$ cat src/rtl/ssp_pkg.sv
// -----------------------------------------------------------------------------
// Servo status packet parser package
// Shared types and constants for the status packet parser and its scaler.
// -----------------------------------------------------------------------------
package ssp_pkg;

	// Parser phase, one per byte position in the status packet.
	typedef enum logic [2:0] {
		PH_HDR1,
		PH_HDR2,
		PH_ID,
		PH_LEN,
		PH_ERR,
		PH_POS_LO,
		PH_POS_HI,
		PH_CSUM
	} phase_t;

	typedef logic [7:0]  byte_t;
	typedef logic [15:0] pos_t;
	typedef logic [14:0] angle_t;
	// Product of a position and the angle multiplier.
	typedef logic [24:0] prod_t;
	// Wider accumulator for the reciprocal estimate and the remainder.
	typedef logic [25:0] acc_t;

	// Accepted packet handed from the parser to the angle scaler.
	typedef struct packed {
		byte_t id;
		pos_t  pos;
	} pkt_t;

	localparam byte_t       HDR_BYTE    = 8'hFF;
	localparam logic [8:0]  ANGLE_MUL   = 9'd300;
	localparam logic [9:0]  ANGLE_DIV   = 10'd1023;
	localparam angle_t      ANGLE_MAX   = 15'd19218;
	localparam int unsigned DIV_SHIFT   = 10;

endpackage

$ cat src/rtl/ssp_if.sv
// -----------------------------------------------------------------------------
// Servo status packet parser channels
// Valid/ready channels for received bytes and for parsed status results.
// -----------------------------------------------------------------------------
interface ssp_in_if;
	logic        valid;
	logic        ready;
	logic [7:0]  rx_byte;

	modport source (output valid, output rx_byte, input ready);
	modport sink   (input valid, input rx_byte, output ready);
endinterface

interface ssp_out_if;
	logic        valid;
	logic        ready;
	logic [7:0]  servo_id;
	logic [15:0] position_raw;
	logic [14:0] angle;

	modport source (output valid, output servo_id, output position_raw, output angle,
		input ready);
	modport sink   (input valid, input servo_id, input position_raw, input angle,
		output ready);
endinterface

$ cat src/rtl/ssp_parser.sv
// -----------------------------------------------------------------------------
// Status packet byte parser
// Registers each received byte, walks the packet phases and hands a checked
// packet (id and position) to the next stage.
// -----------------------------------------------------------------------------
module ssp_parser (
	input  logic          clk,
	input  logic          arst_n,
	ssp_in_if.sink        rx,
	output logic          pkt_valid,
	output ssp_pkg::pkt_t pkt,
	input  logic          pkt_ready
);

	logic             v_s1;
	ssp_pkg::byte_t   byte_s1;
	logic             v_s2;
	ssp_pkg::pkt_t    pkt_s2;

	ssp_pkg::phase_t  phase_q;
	ssp_pkg::phase_t  phase_d;
	ssp_pkg::byte_t   id_q;
	ssp_pkg::byte_t   err_q;
	ssp_pkg::byte_t   pos_lo_q;
	ssp_pkg::byte_t   pos_hi_q;
	ssp_pkg::byte_t   sum_q;
	ssp_pkg::byte_t   sum_d;

	logic rdy1;
	logic rdy2;
	logic consume;
	logic pkt_ok;

	assign rdy2     = !v_s2 || pkt_ready;
	assign rdy1     = !v_s1 || rdy2;
	assign rx.ready = rdy1;
	assign consume  = v_s1 && rdy2;

	// Input register.
	always_ff @(posedge clk or negedge arst_n) begin
		if (!arst_n) begin
			v_s1 <= 1'b0;
		end else if (rdy1) begin
			v_s1 <= rx.valid;
		end
	end

	always_ff @(posedge clk) begin
		if (rx.valid && rdy1) begin
			byte_s1 <= rx.rx_byte;
		end
	end

	// Next phase.
	always_comb begin
		phase_d = phase_q;
		if (consume) begin
			unique case (phase_q)
				ssp_pkg::PH_HDR1: begin
					if (byte_s1 == ssp_pkg::HDR_BYTE) begin
						phase_d = ssp_pkg::PH_HDR2;
					end
				end
				ssp_pkg::PH_HDR2: begin
					phase_d = (byte_s1 == ssp_pkg::HDR_BYTE) ? ssp_pkg::PH_ID
						: ssp_pkg::PH_HDR1;
				end
				ssp_pkg::PH_ID:     phase_d = ssp_pkg::PH_LEN;
				ssp_pkg::PH_LEN:    phase_d = ssp_pkg::PH_ERR;
				ssp_pkg::PH_ERR:    phase_d = ssp_pkg::PH_POS_LO;
				ssp_pkg::PH_POS_LO: phase_d = ssp_pkg::PH_POS_HI;
				ssp_pkg::PH_POS_HI: phase_d = ssp_pkg::PH_CSUM;
				ssp_pkg::PH_CSUM:   phase_d = ssp_pkg::PH_HDR1;
				default:            phase_d = ssp_pkg::PH_HDR1;
			endcase
		end
	end

	// Running checksum and the packet check on the checksum byte.
	always_comb begin
		sum_d  = sum_q;
		pkt_ok = 1'b0;
		unique case (phase_q) inside
			ssp_pkg::PH_ID: begin
				sum_d = byte_s1;
			end
			ssp_pkg::PH_LEN, ssp_pkg::PH_ERR, ssp_pkg::PH_POS_LO, ssp_pkg::PH_POS_HI: begin
				sum_d = sum_q + byte_s1;
			end
			ssp_pkg::PH_CSUM: begin
				pkt_ok = (err_q == '0) && (byte_s1 == ~sum_q);
			end
			default: begin
				sum_d = sum_q;
			end
		endcase
	end

	always_ff @(posedge clk or negedge arst_n) begin
		if (!arst_n) begin
			phase_q <= ssp_pkg::PH_HDR1;
		end else begin
			phase_q <= phase_d;
		end
	end

	// Packet fields are always written before the checksum phase reads them.
	always_ff @(posedge clk) begin
		if (consume) begin
			sum_q <= sum_d;
			unique case (phase_q)
				ssp_pkg::PH_ID:     id_q     <= byte_s1;
				ssp_pkg::PH_ERR:    err_q    <= byte_s1;
				ssp_pkg::PH_POS_LO: pos_lo_q <= byte_s1;
				ssp_pkg::PH_POS_HI: pos_hi_q <= byte_s1;
				default: begin
				end
			endcase
		end
	end

	// Result register toward the scaler.
	always_ff @(posedge clk or negedge arst_n) begin
		if (!arst_n) begin
			v_s2 <= 1'b0;
		end else if (rdy2) begin
			v_s2 <= v_s1 && pkt_ok;
		end
	end

	always_ff @(posedge clk) begin
		if (consume && pkt_ok) begin
			pkt_s2.id  <= id_q;
			pkt_s2.pos <= {pos_hi_q, pos_lo_q};
		end
	end

	assign pkt_valid = v_s2;
	assign pkt       = pkt_s2;

`ifndef SYNTHESIS
	a_csum_restarts: assert property (@(posedge clk) disable iff (!arst_n)
		(consume && phase_q == ssp_pkg::PH_CSUM) |=> phase_q == ssp_pkg::PH_HDR1)
		else $error("parser did not return to header hunt after checksum byte");

	a_pkt_holds: assert property (@(posedge clk) disable iff (!arst_n)
		(v_s2 && !pkt_ready) |=> (v_s2 && $stable(pkt_s2)))
		else $error("stalled packet changed or was dropped");
`endif

endmodule

$ cat src/rtl/ssp_angle_scale.sv
// -----------------------------------------------------------------------------
// Position to angle scaler
// Three register stages: multiply by 300, reciprocal estimate of the divide
// by 1023, then a single correction step into the output register.
// -----------------------------------------------------------------------------
module ssp_angle_scale (
	input  logic          clk,
	input  logic          arst_n,
	input  logic          pkt_valid,
	input  ssp_pkg::pkt_t pkt,
	output logic          pkt_ready,
	ssp_out_if.source     status
);

	logic              v_s3;
	logic              v_s4;
	logic              v_s5;
	ssp_pkg::byte_t    id_s3;
	ssp_pkg::byte_t    id_s4;
	ssp_pkg::byte_t    id_s5;
	ssp_pkg::pos_t     pos_s3;
	ssp_pkg::pos_t     pos_s4;
	ssp_pkg::pos_t     pos_s5;
	ssp_pkg::prod_t    prod_s3;
	ssp_pkg::prod_t    prod_s4;
	ssp_pkg::angle_t   est_s4;
	ssp_pkg::angle_t   angle_s5;

	ssp_pkg::acc_t     acc_d;
	ssp_pkg::acc_t     rem_d;
	ssp_pkg::angle_t   angle_d;

	logic rdy3;
	logic rdy4;
	logic rdy5;

	assign rdy5      = !v_s5 || status.ready;
	assign rdy4      = !v_s4 || rdy5;
	assign rdy3      = !v_s3 || rdy4;
	assign pkt_ready = rdy3;

	// p / 1023 = (p / 1024) * (1 + 2^-10 + 2^-20 + ...); the truncated series
	// never overshoots and falls short by at most one.
	always_comb begin
		acc_d = ssp_pkg::acc_t'(prod_s3)
			+ ssp_pkg::acc_t'(prod_s3 >> ssp_pkg::DIV_SHIFT)
			+ ssp_pkg::acc_t'(prod_s3 >> (2 * ssp_pkg::DIV_SHIFT));
	end

	always_comb begin
		rem_d = ssp_pkg::acc_t'(prod_s4)
			- (ssp_pkg::acc_t'(est_s4) << ssp_pkg::DIV_SHIFT)
			+ ssp_pkg::acc_t'(est_s4);
		angle_d = est_s4
			+ ssp_pkg::angle_t'(rem_d >= ssp_pkg::acc_t'(ssp_pkg::ANGLE_DIV));
	end

	always_ff @(posedge clk or negedge arst_n) begin
		if (!arst_n) begin
			v_s3 <= 1'b0;
			v_s4 <= 1'b0;
			v_s5 <= 1'b0;
		end else begin
			if (rdy3) begin
				v_s3 <= pkt_valid;
			end
			if (rdy4) begin
				v_s4 <= v_s3;
			end
			if (rdy5) begin
				v_s5 <= v_s4;
			end
		end
	end

	always_ff @(posedge clk) begin
		if (pkt_valid && rdy3) begin
			id_s3   <= pkt.id;
			pos_s3  <= pkt.pos;
			prod_s3 <= ssp_pkg::prod_t'(pkt.pos) * ssp_pkg::prod_t'(ssp_pkg::ANGLE_MUL);
		end
		if (v_s3 && rdy4) begin
			id_s4   <= id_s3;
			pos_s4  <= pos_s3;
			prod_s4 <= prod_s3;
			est_s4  <= ssp_pkg::angle_t'(acc_d >> ssp_pkg::DIV_SHIFT);
		end
		if (v_s4 && rdy5) begin
			id_s5    <= id_s4;
			pos_s5   <= pos_s4;
			angle_s5 <= angle_d;
		end
	end

	assign status.valid        = v_s5;
	assign status.servo_id     = id_s5;
	assign status.position_raw = pos_s5;
	assign status.angle        = angle_s5;

`ifndef SYNTHESIS
	a_est_close: assert property (@(posedge clk) disable iff (!arst_n)
		v_s4 |-> (rem_d < ssp_pkg::acc_t'({ssp_pkg::ANGLE_DIV, 1'b0})))
		else $error("reciprocal estimate is more than one below the quotient");

	a_angle_range: assert property (@(posedge clk) disable iff (!arst_n)
		v_s5 |-> (angle_s5 <= ssp_pkg::ANGLE_MAX))
		else $error("angle out of range");
`endif

endmodule

$ cat src/rtl/servo_status_packet_parser.sv
// -----------------------------------------------------------------------------
// Servo status packet parser
// Usage:
//   rx     : valid/ready channel of received serial bytes, one byte per
//            transaction; ready is high whenever the pipeline can move.
//   status : valid/ready channel carrying servo_id, position_raw and angle
//            (position_raw * 300 / 1023, truncated) of each packet whose
//            error byte is zero and whose checksum matches.
//   Bytes that do not complete a good packet produce no transaction.
//   Throughput is one byte per cycle, sustained, as long as status is taken.
//   The result for a packet follows its checksum byte's transaction through
//   the input register, parse stage, multiply, reciprocal estimate and
//   correction into the output register.
//   When the receiver stalls, results wait in the pipeline registers; rx
//   keeps taking bytes until a stalled packet blocks the parse stage.
//   Reset (arst_n low) empties the pipeline and restarts the hunt for the
//   first header byte.
// -----------------------------------------------------------------------------
module servo_status_packet_parser (
	input  logic      clk,
	input  logic      arst_n,
	ssp_in_if.sink    rx,
	ssp_out_if.source status
);

	logic          pkt_valid;
	logic          pkt_ready;
	ssp_pkg::pkt_t pkt;

	ssp_parser u_parser (
		.clk       (clk),
		.arst_n    (arst_n),
		.rx        (rx),
		.pkt_valid (pkt_valid),
		.pkt       (pkt),
		.pkt_ready (pkt_ready)
	);

	ssp_angle_scale u_scale (
		.clk       (clk),
		.arst_n    (arst_n),
		.pkt_valid (pkt_valid),
		.pkt       (pkt),
		.pkt_ready (pkt_ready),
		.status    (status)
	);

endmodule

$ cat src/flat_wrapper.sv
// flat-port wrapper written by rule: the top's interface ports become plain ports
module servo_status_packet_parser_flat 
  (clk, arst_n, rx_valid, rx_rx_byte, rx_ready, status_valid, status_servo_id, status_position_raw, status_angle, status_ready);
  ssp_in_if rx_i ();
  ssp_out_if status_i ();
  input  logic clk;
  input  logic arst_n;
  input wire logic [$bits(rx_i.valid)-1:0] rx_valid;
  input wire logic [$bits(rx_i.rx_byte)-1:0] rx_rx_byte;
  output wire logic [$bits(rx_i.ready)-1:0] rx_ready;
  output wire logic [$bits(status_i.valid)-1:0] status_valid;
  output wire logic [$bits(status_i.servo_id)-1:0] status_servo_id;
  output wire logic [$bits(status_i.position_raw)-1:0] status_position_raw;
  output wire logic [$bits(status_i.angle)-1:0] status_angle;
  input wire logic [$bits(status_i.ready)-1:0] status_ready;
  assign rx_i.valid = rx_valid;
  assign rx_i.rx_byte = rx_rx_byte;
  assign rx_ready = rx_i.ready;
  assign status_valid = status_i.valid;
  assign status_servo_id = status_i.servo_id;
  assign status_position_raw = status_i.position_raw;
  assign status_angle = status_i.angle;
  assign status_i.ready = status_ready;
  servo_status_packet_parser u_core (.clk(clk), .arst_n(arst_n), .rx(rx_i), .status(status_i));
endmodule
$ cat config.mk
export PLATFORM = sky130hd
export DESIGN_NAME = servo_status_packet_parser_flat
export DESIGN_NICKNAME = d
export VERILOG_FILES = /design/src/rtl/ssp_pkg.sv /design/src/rtl/ssp_if.sv /design/src/rtl/ssp_parser.sv /design/src/rtl/ssp_angle_scale.sv /design/src/rtl/servo_status_packet_parser.sv /design/src/flat_wrapper.sv
export SDC_FILE = /design/constraint.sdc
export NUM_CORES = 1
export LEC_CHECK = 0
export ABC_CLOCK_PERIOD_IN_PS = 4300
export BUFFER_PORTS_ARGS = -buffer_cell sky130_fd_sc_hd__buf_2
export CORE_MARGIN = 5
export CORE_UTILIZATION = 50
export CTS_CLUSTER_SIZE = 20
export DETAILED_ROUTE_END_ITERATION = 6
export GPL_TIMING_DRIVEN = 1
export PLACE_DENSITY = 0.65
export SYNTH_ARGS = -nofsm -noshare
export SYNTH_HDL_FRONTEND = slang
export SYNTH_SLANG_ARGS = --single-unit
$ cat constraint.sdc
create_clock -name clk -period 4.3 [get_ports clk]
set_clock_uncertainty 0.1 [all_clocks]
set_input_delay 0.645 -clock clk [delete_from_list [all_inputs] [get_ports clk]]
set_output_delay 0.645 -clock clk [all_outputs]
set_load 0.01 [all_outputs]
# Yosys cells after proc, flatten, opt, wreduce, memory -nomap -nowiden
# Cells that the tools add are included.
[classes]
n_mux = 5
eq_ne = 10
n_mul = 1
bitwise = 1
addsub = 6
n_reduce_logical = 28
n_lt_le_gt_ge = 1
[op_table]
columns = ["op", "count"]
rows = [
  ["adder 26 x 15 -> 26 bit", 1],
  [">= comparator 26 x 10 -> 1 bit, second input constant", 1],
  ["subtractor 25 x 25 -> 26 bit", 1],
  ["adder 25 x 15 -> 25 bit", 1],
  ["adder 25 x 5 -> 25 bit", 1],
  ["case mux 3 bit (8 select lines)", 1],
  ["multiplier 16 x 7 -> 23 bit, second input constant", 1],
  ["case mux 8 bit (2 select lines)", 1],
  ["adder 15 x 1 -> 15 bit", 1],
  ["equality test 3 bit, second input constant", 4],
  ["AND reduction 2 bit", 6],
  ["adder 8 bit", 1],
  ["equality test 8 bit", 1],
  ["equality test 8 bit, second input constant", 1],
  ["logical AND 1 bit", 8],
  ["logical NOT 8 bit", 1],
  ["inverter 8 bit", 1],
  ["equality test 3 x 2 -> 1 bit, second input constant", 2],
  ["logical NOT 1 bit", 5],
  ["logical OR 1 bit", 5],
  ["OR reduction 4 bit", 1],
  ["equality test 3 x 1 -> 1 bit, second input constant", 1],
  ["logical NOT 3 bit", 1],
  ["2-to-1 mux 3 bit", 1],
  ["4 further kinds", 4],
]
[word_totals]
ff_bits = 228
wordCells = 76
input_bits = 12

# Depth between registers and ports, before layout
# Gate-level depths: netlist (run 1).
[depth]
ltp_word = 7
mapped_depth = 19
mapped_depth_nobuf = 18

# Cells and area by module
# From an unflattened synthesis (run 1), not the netlist that was laid out.
[hier_totals]
hier_cells = 958
hier_area_um2 = 12273.0
[by_module_without_submodules]
columns = ["mod", "instances", "area_per_inst_um2", "cells_per_inst", "seq_area_each_um2"]
rows = [
  ["ssp_angle_scale", 1, 9387.8, 786, 4459.3],
  ["ssp_parser", 1, 2885.3, 172, 2287.2],
]

# Worst setup path before layout (run 1)
# No wires, ideal clock.
[synth_timing]
path_kind = "register -> register"
start = "register u_core.u_scale.est_s4[3]"
end = "register u_core.u_scale.angle_s5[12] (netlist: u_core.u_scale.status.angle[12]) (data pin)"
setup_ns = 0.258
path_buffers = 1
synth_period_minus_slack_ns = 4.276
arrival_time_ns = 3.918
t_required_ns = 3.942
setup_slack_ns = 0.024
path_stages_with_launch = 19
cell_sequence = "edfxtp_1 > fa_1 > inv_1 > ha_1 > buf_2 > a21oi_1 > o21ai_1 > a2111oi_0 > a21oi_2 > mux2i_1 > a2111o_1 > nor4_2 > nand4_1 > ha_1 > nand4_1 > nor3_1 > and3_1 > nand3_1 > xnor2_1"
[synth_between]
elab_chain_cells = 4
[synth_lines]
columns = ["item", "line_no", "rtl"]
rows = [
  ["start, declared", "ssp_angle_scale.sv:26", "ssp_pkg::angle_t est_s4;"],
  ["start signal, assigned", "ssp_angle_scale.sv:86", "est_s4 <= ssp_pkg::angle_t'(acc_d >> ssp_pkg::DIV_SHIFT);"],
  ["subtractor 25 x 25 -> 26 bit", "ssp_angle_scale.sv:52", "- (ssp_pkg::acc_t'(est_s4) << ssp_pkg::DIV_SHIFT)"],
  ["adder 26 x 15 -> 26 bit", "ssp_angle_scale.sv:53", "+ ssp_pkg::acc_t'(est_s4);"],
  [">= comparator 26 x 10 -> 1 bit", "ssp_angle_scale.sv:55", "+ ssp_pkg::angle_t'(rem_d >= ssp_pkg::acc_t'(ssp_pkg::ANGLE_DIV));"],
  ["adder 15 x 1 -> 15 bit (*)", "ssp_angle_scale.sv:55", ""],
  ["via u_core.u_scale.angle_d[12]", "ssp_angle_scale.sv:31", "ssp_pkg::angle_t angle_d;"],
  ["end signal, assigned", "ssp_angle_scale.sv:91", "angle_s5 <= angle_d;"],
  ["end, declared", "ssp_angle_scale.sv:27", "ssp_pkg::angle_t angle_s5;"],
]
# Mark *: on every way through the listed nets, which the timed path passes. The rest lies on a longest branch.
# A chain may end at the register's enable or synchronous reset.

# Final worst setup path (run 1)
[layout_timing]
start = "register u_core.u_scale.est_s4[2]"
end = "register u_core.u_scale.angle_s5[10] (netlist: u_core.u_scale.status.angle[10]) (data pin)"
# The elaborated chain is that of the path after synthesis.

==> run_results.csv, run 1 <==
group,metric,value,unit
die,die_height,168,µm
logic_synthesis,yosysTopAreaCellShare,52.5,%
die,initial_core_util,50.9,%
cells_and_area,final_util,64.0,%
clocking,clk_latency,0.52,ns
setup_path,critical_path.cell_chain,"buf_6 > inv_2 > ha_4 > inv_2 > ha_2 > o21bai_4 > a221o_1 > buf_6 > o31a_1 > mux2_4 > a31oi_4 > o32ai_2 > nor4_2 > nand4_1 > ha_2 > nand4_1 > nor3_4 > and3_4 > buf_4 > xnor2_1",
timing,fin_crit,4.31,ns
drt,via_per_inst,5.28,
cells_and_area,nets,1381,
logic_synthesis,synth-async-reset-ratio,3.54,%
power_and_ir_drop,ir_drop,0.000402,V
timing,setup_violations,1,
logic_synthesis,ys_warn_count,0,
placed_design,dpl.hpwl,20.3,mm
die,num_rows,57,
cells_and_area,n_antenna_cell,0,
grt,antenna_found_initial,0,
setup_path,critPathBufInv,5,
cells_and_area,syn_to_final_growth,25.6,%
drt,wirelength,27.4,mm
drt,dr_wl_met2,12.6,mm
drt,drtIter0Drc,597,
timing,fmax,232,MHz
setup_path,crit_start,"u_core.u_scale.est_s4[2]$_DFFE_PP_",
die,die_x,168,µm
drt,wl_met3,1.18,mm
logic_synthesis,syn_nets,1160,
setup_path,cp_slowest_stage_delay,0.38,ns
timing,slew_viol_final,0,
power_and_ir_drop,power.total,5.24,mW
clocking,clockBufferDepth,3,
setup_path,arrival,4.48,ns
cells_and_area,finish.instance_area,15600,µm²
worst_hold_path,hold_depth,1,
outcome,status,"finished, violations left",
placed_design,place_area,14000,µm²
setup_path,crit_family,"compound AO/OA/AOI/OAI gates",
clocking,cts.sinks,226,
setup_path,rrSetupSlack,-0.01,ns
setup_path,reg2reg_depth,20,
worst_hold_path,min_path_type,"input port to register",
clocking,cts_htree_levels,1,
logic_synthesis,ys_top_cells_by_count,"edfxtp_1 (218), inv_1 (145), ha_1 (136)",
setup_path,crit_type,"register to register",
logic_synthesis,synth_top_area_cell,"edfxtp_1",
timing,worst_slack,-0.00972,ns
logic_synthesis,netlist_instances,980,
grt,track_usage,19.0,%
drt,vias,8149,
die,die_area,28200,µm²
timing,hold_viol,0,
outcome,failed_checks,"negative setup slack",
logic_synthesis,syn_area_per_cell,12.7,µm²
logic_synthesis,yosysSeqAreaShare,54.1,%
logic_synthesis,synth.area.top_cells,"edfxtp_1 (53%), ha_1 (14%), fa_1 (5.1%)",
timing,slew_headroom,25.4,%
setup_path,r2r_end,"u_core.u_scale.status.angle[10]$_DFFE_PP_",
drt,top_layer_used,"met4",
grt,grt_overflow,0,
timing,rsz0062_at_grt,"true",
clocking,clockRootBuffer,"clkbuf_16",
flow_run,drv_cap,0,
setup_path,r2r_start,"u_core.u_scale.est_s4[2]$_DFFE_PP_",
logic_synthesis,ys_ff_latch,226,
power_and_ir_drop,p_leak,6.49,nW
setup_path,critPathLaunchType,"register",
logic_synthesis,synth_edf_count,218,
setup_path,path_max_fanout,4,
setup_path,required,4.47,ns
setup_path,slowest_stage,"edfxtp_1",
clocking,cts_buffers,24,
placed_design,placed_cells,1469,
clocking,path_clk_slew,0.06,ns
drt,ant_nets,0,
die,core,24500,µm²
drt,detail_route.wl_per_cell,17.8,µm
die,boundaryPins,53,
drt,drc,0,
placed_design,gp_congestion,0.884,
drt,first_pass_iters,5,
grt,grt_pass1_vias,8199,
setup_path,end_kind,"register",
worst_hold_path,whs_endpoint,"u_core.u_parser.byte_s1[6]$_DFFE_PP_",
grt,grt_pass1_wl,43.1,mm
worst_hold_path,min-delay-start,"rx_rx_byte[6]",
logic_synthesis,synthFlopType,"edfxtp_1",
cells_and_area,stdcell_count,1543,
drt,drt-met1-wl,13.0,mm
logic_synthesis,yosysMostFrequentCell,"edfxtp_1",
grt,grt_start_max_net_pins,60,
logic_synthesis,synth_area,12500,µm²
power_and_ir_drop,cellPowerDensity,335,nW/µm²
cells_and_area,drive_gt1_share,28.1,%
clocking,cts_tree,"built",
logic_synthesis,ys_types,74,
timing,tightestPinTransition,1.12,ns
timing,fin_crit_sh,100,%
placed_design,portBuffers,52,
-- cells in the final DEF (no fill, tap or decap), types with 7 or more instances in the layout --
master / instances
edfxtp_1: 218
xor2_1: 20
nand3_1: 23
fa_1: 31
dfrtp_1: 8
clkbuf_16: 24
nor2_1: 38
buf_2: 52
o21bai_1: 11
inv_1: 129
o21ai_0: 30
a21oi_2: 10
nor3_1: 17
a21o_1: 19
nor2b_1: 8
nand2b_1: 20
buf_4: 144
inv_2: 15
xnor2_1: 37
buf_6: 7
nand2_1: 27
ha_1: 118
a21oi_1: 39
ha_4: 15
nand4_1: 9
-- per-stage QoR --
| stage | setup WS [ns] | hold WS [ns] | TNS, ns |
|---|---|---|---|
| 2_1_floorplan | 0.0238 | 0.249 | 0 |
| 3_5_place_dp | -0.276 | 0.305 | -1.59 |
| 4_1_cts | -0.00836 | 0.166 | -0.0122 |
| 6_report | -0.00972 | 0.190 | -0.00972 |
| 3_3_place_gp | -0.228 | 0.300 | -1.23 |
| 5_1_grt | -0.198 | 0.172 | -1.13 |
-- what timing repair did --
action | in CTS | in global routing
hold buffers | 1 | 0
setup endpoints to repair | 12 | 20
pin swaps | 24 | 71
buffers inserted | 12 | 19
hold endpoints to repair | 8 | 0
gates resized for setup | 46 | 66
cloned | 0 | 0
-- routing by layer --
metal,GRT usage [%],up-vias
met5,0,-
met4,5.33,0
met3,2.65,47
met2,29.6,161
met1,28.2,3943
li1,-,3998
-- cells by family after synthesis --
logic type / share of synthesized area (%)
flops: 54.1
simple gates: 8.03
compound gates: 9.67
fa+ha+maj: 18.8
buf+inv: 4.77
xor+xnor: 4.22
mux: 0.371
-- worst max-delay path by stage --
stage / end / slack [ns] / cells after the start
after global routing: u_core.u_scale.status.angle[12]$_DFFE_PP_ / -0.20 / 19
final: u_core.u_scale.status.angle[10]$_DFFE_PP_ / -0.01 / 20
after CTS: u_core.u_scale.status.angle[10]$_DFFE_PP_ / -0.008 / 17
after detailed placement: u_core.u_scale.status.angle[10]$_DFFE_PP_ / -0.28 / 18
after global placement: u_core.u_scale.status.angle[10]$_DFFE_PP_ / -0.23 / 18
after floorplan: u_core.u_scale.status.angle[12]$_DFFE_PP_ / 0.02 / 18
-- layout make-up --
cell class                      instances  area, µm²
Clock buffer                           28        616
Fill cell                            1877       8810
Clock inverter                         16        246
Inverter                              145        547
Tap cell                              324        405
Timing Repair Buffer                  204       1430
Sequential cell                       226       6750
Multi-Input combinational cell        600       5660
-- power by group --
group / total, mW / switching, mW / internal [mW]
Combinational: 0.413 / 0.236 / 0.177
Clock: 2.23 / 0.837 / 1.39
Sequential: 2.60 / 0.0726 / 2.53
-- state kept, by name, indices dropped and copies added, names as in the netlist, 3 cells and up --
signal,cells
u_core.u_parser.byte_s1,8
u_core.u_parser.err_q,8
u_core.u_parser.id_q,8
u_core.u_parser.phase_q,3
u_core.u_parser.pkt,24
u_core.u_parser.pos_hi_q,8
u_core.u_parser.pos_lo_q,8
u_core.u_parser.sum_q,8
u_core.u_scale.est_s4,15
u_core.u_scale.id_s3,8
u_core.u_scale.id_s4,8
u_core.u_scale.pos_s3,16
u_core.u_scale.pos_s4,16
u_core.u_scale.prod_s3,22
u_core.u_scale.prod_s4,22
u_core.u_scale.status.angle,15
u_core.u_scale.status.position_raw,16
u_core.u_scale.status.servo_id,8
-- worst register-to-register path, cell delays in order (launching register included) --
cell      delay, ns
edfxtp_1       0.38
buf_6          0.14
inv_2          0.06
ha_4           0.26
inv_2          0.04
ha_2           0.17
o21bai_4       0.17
a221o_1        0.36
buf_6          0.14
o31a_1         0.33
mux2_4         0.33
a31oi_4        0.15
o32ai_2        0.10
nor4_2         0.29
nand4_1        0.17
ha_2           0.22
nand4_1        0.16
nor3_4         0.06
and3_4         0.19
buf_4          0.13
xnor2_1        0.11
Power figures use the tool's default switching activity.
==> inputs of run 2 (changes only) <==
--- a/config.mk
+++ b/config.mk
@@ -8,11 +8,11 @@
 export ABC_CLOCK_PERIOD_IN_PS = 4300
 export BUFFER_PORTS_ARGS = -buffer_cell sky130_fd_sc_hd__buf_2
 export CORE_MARGIN = 5
-export CORE_UTILIZATION = 50
+export CORE_UTILIZATION = 52
 export CTS_CLUSTER_SIZE = 20
 export DETAILED_ROUTE_END_ITERATION = 6
 export GPL_TIMING_DRIVEN = 1
-export PLACE_DENSITY = 0.65
+export PLACE_DENSITY = 0.68
 export SYNTH_ARGS = -nofsm -noshare
 export SYNTH_HDL_FRONTEND = slang
 export SYNTH_SLANG_ARGS = --single-unit
==> run 2 against run 1 <==
Net effect:
- the run now ends clean
- sequential share of layout area is 0.22 points lower
- cell area is 0.50% higher
- sequential power barely moved
- cell count shrank 0.13%
- worst hold slack gained 0.0090 ns
- wire length decreased by 2.4%
- sequential cell count unchanged
- setup slack gained 0.056 ns
- critical path type unchanged
- largest power group unchanged
==> run_results.csv, run 2 (synthesized netlist as in run 1, its figures left out) <==
group,metric,value,unit
outcome,status,"finished clean",
placed_design,post-place-ws,-0.317,ns
clocking,clockBufferDepth,3,
setup_path,cp_slowest_stage_delay,0.58,ns
placed_design,placed_cells,1466,
setup_path,arrival,4.42,ns
placed_design,dpl.hpwl,19.8,mm
power_and_ir_drop,ir_drop,0.000406,V
clocking,cts.sinks,226,
drt,drtIter0Drc,389,
power_and_ir_drop,p_leak,6.50,nW
timing,slew_headroom,24.9,%
die,core,23500,µm²
clocking,cts_tree,"built",
clocking,clk_latency,0.52,ns
grt,antenna_found_initial,0,
flow_run,drv_cap,0,
worst_hold_path,min_path_type,"input port to register",
cells_and_area,stdcell_count,1541,
grt,grt_start_max_net_pins,62,
cells_and_area,syn_to_final_growth,26.2,%
timing,tightestPinTransition,1.12,ns
cells_and_area,nets,1386,
setup_path,crit_type,"register to register",
setup_path,crit_family,"adder cells",
cells_and_area,final_cell_mix,"edfxtp_1 (218), buf_4 (147), inv_1 (127)",
clocking,cts_buffers,25,
timing,fmax,235,MHz
die,boundaryPins,53,
setup_path,critical_path.cell_chain,"ha_1 > ha_1 > inv_1 > fa_1 > inv_2 > fa_2 > ha_4 > a21oi_2 > o21ai_2 > nor3b_2 > a21oi_2 > a2111o_1 > a21o_1 > a21oi_2 > xnor2_1",
drt,wirelength,26.8,mm
setup_path,critPathBufInv,2,
power_and_ir_drop,power.total,4.99,mW
cells_and_area,final_common_cell,"edfxtp_1",
grt,grt_pass1_wl,42.1,mm
clocking,cts_htree_levels,1,
timing,hold_viol,0,
die,die_x,165,µm
die,num_rows,56,
grt,grt_overflow,0,
clocking,clockRootBuffer,"clkbuf_16",
setup_path,required,4.47,ns
timing,rsz0062_at_grt,"true",
grt,grt_pass1_vias,8281,
placed_design,portBuffers,52,
clocking,path_clk_slew,0.06,ns
timing,fin_hold_ws,0.199,ns
drt,vias,8140,
drt,detail_route.wl_per_cell,17.4,µm
placed_design,gp_congestion,0.918,
die,die_area,27200,µm²
cells_and_area,n_antenna_cell,0,
grt,track_usage,19.7,%
setup_path,slowest_stage,"fa_2",
timing,setup_violations,0,
drt,ant_nets,0,
setup_path,cp_common_cell,"a21oi_2",
timing,slew_viol_final,0,
die,die_height,165,µm
drt,via_per_inst,5.28,
cells_and_area,finish.instance_area,15700,µm²
setup_path,end_kind,"register",
die,initial_core_util,52.9,%
cells_and_area,drive_gt1_share,30.0,%
cells_and_area,largest_register_ffs,24,
timing,fin_crit,4.25,ns
drt,first_pass_iters,5,
setup_path,critPathLaunchType,"register",
timing,worst_slack,0.0466,ns
setup_path,path_max_fanout,4,
timing,fin_crit_sh,98.9,%
power_and_ir_drop,cellPowerDensity,317,nW/µm²
drt,drc,0,
placed_design,place_area,14000,µm²
## run 2: cell count changes in the layout (fill, tap and decap cells not counted), sizes merged
cell    previous run  this run
buf              203       207
clkinv             7         9
bufinv             6         1
inv              145       147
## run 2: where the power goes
group	switching (mW)	internal (mW)
logic	0.233	0.175
registers	0.0706	2.53
clock network	0.844	1.14
total	1.15	3.84
## run 2: cell type report
class | count | area (µm²)
fill | 1721 | 7820
sequential | 226 | 6750
multi-input combinational | 600 | 5790
timing repair buffer | 208 | 1460
clock buffer | 28 | 637
inverter | 145 | 552
tap | 319 | 399
clock inverter | 15 | 135
## run 2: worst paths after layout
path	slack, ns	to	from	depth (start not counted)
min reg2reg	0.32	u_core.u_scale.status.servo_id[2]$_DFFE_PP_	u_core.u_scale.id_s4[2]$_DFFE_PP_	0
max in group asynchronous	3.52	u_core.u_scale.v_s4$_DFFE_PN0P_	arst_n	2
max	0.05	u_core.u_scale.prod_s3[23]$_DFFE_PP_	u_core.u_parser.pkt[9]$_DFFE_PP_	15
min in group asynchronous	0.40	u_core.u_parser.phase_q[2]$_DFFE_PN0P_	arst_n	2
min	0.20	u_core.u_parser.byte_s1[2]$_DFFE_PP_	rx_rx_byte[2]	1
max reg2reg	0.05	u_core.u_scale.prod_s3[23]$_DFFE_PP_	u_core.u_parser.pkt[9]$_DFFE_PP_	15
## run 2: per-stage QoR
| step | TNS [ns] | util, % |
|---|---|---|
| after global placement | -0.936 | 59.5 |
| after global routing | -0.659 | 66.8 |
| after floorplan | 0 | - |
| final | 0 | 66.8 |
| after detailed placement | -1.71 | 59.5 |
| after CTS | -0.00947 | 64.4 |
## run 2: timing repair
action                     in CTS  in global routing
hold endpoints to repair        8                  0
pin swaps                      21                 58
buffers inserted               13                 22
setup endpoints to repair       9                 18
hold buffers                    1                  0
resized for setup              56                 81
cloned                          0                  0
## run 2: per-layer routing
| metal | global-route usage [%] | up-vias | share of wire [%] |
|---|---|---|---|
| li1 | - | 3998 | - |
| met1 | 24.5 | 3928 | 41 |
| met2 | 35.9 | 154 | 53 |
| met3 | 2.00 | 60 | 2.7 |
| met4 | 6.58 | 0 | 3.4 |
| met5 | 0 | - | 0 |
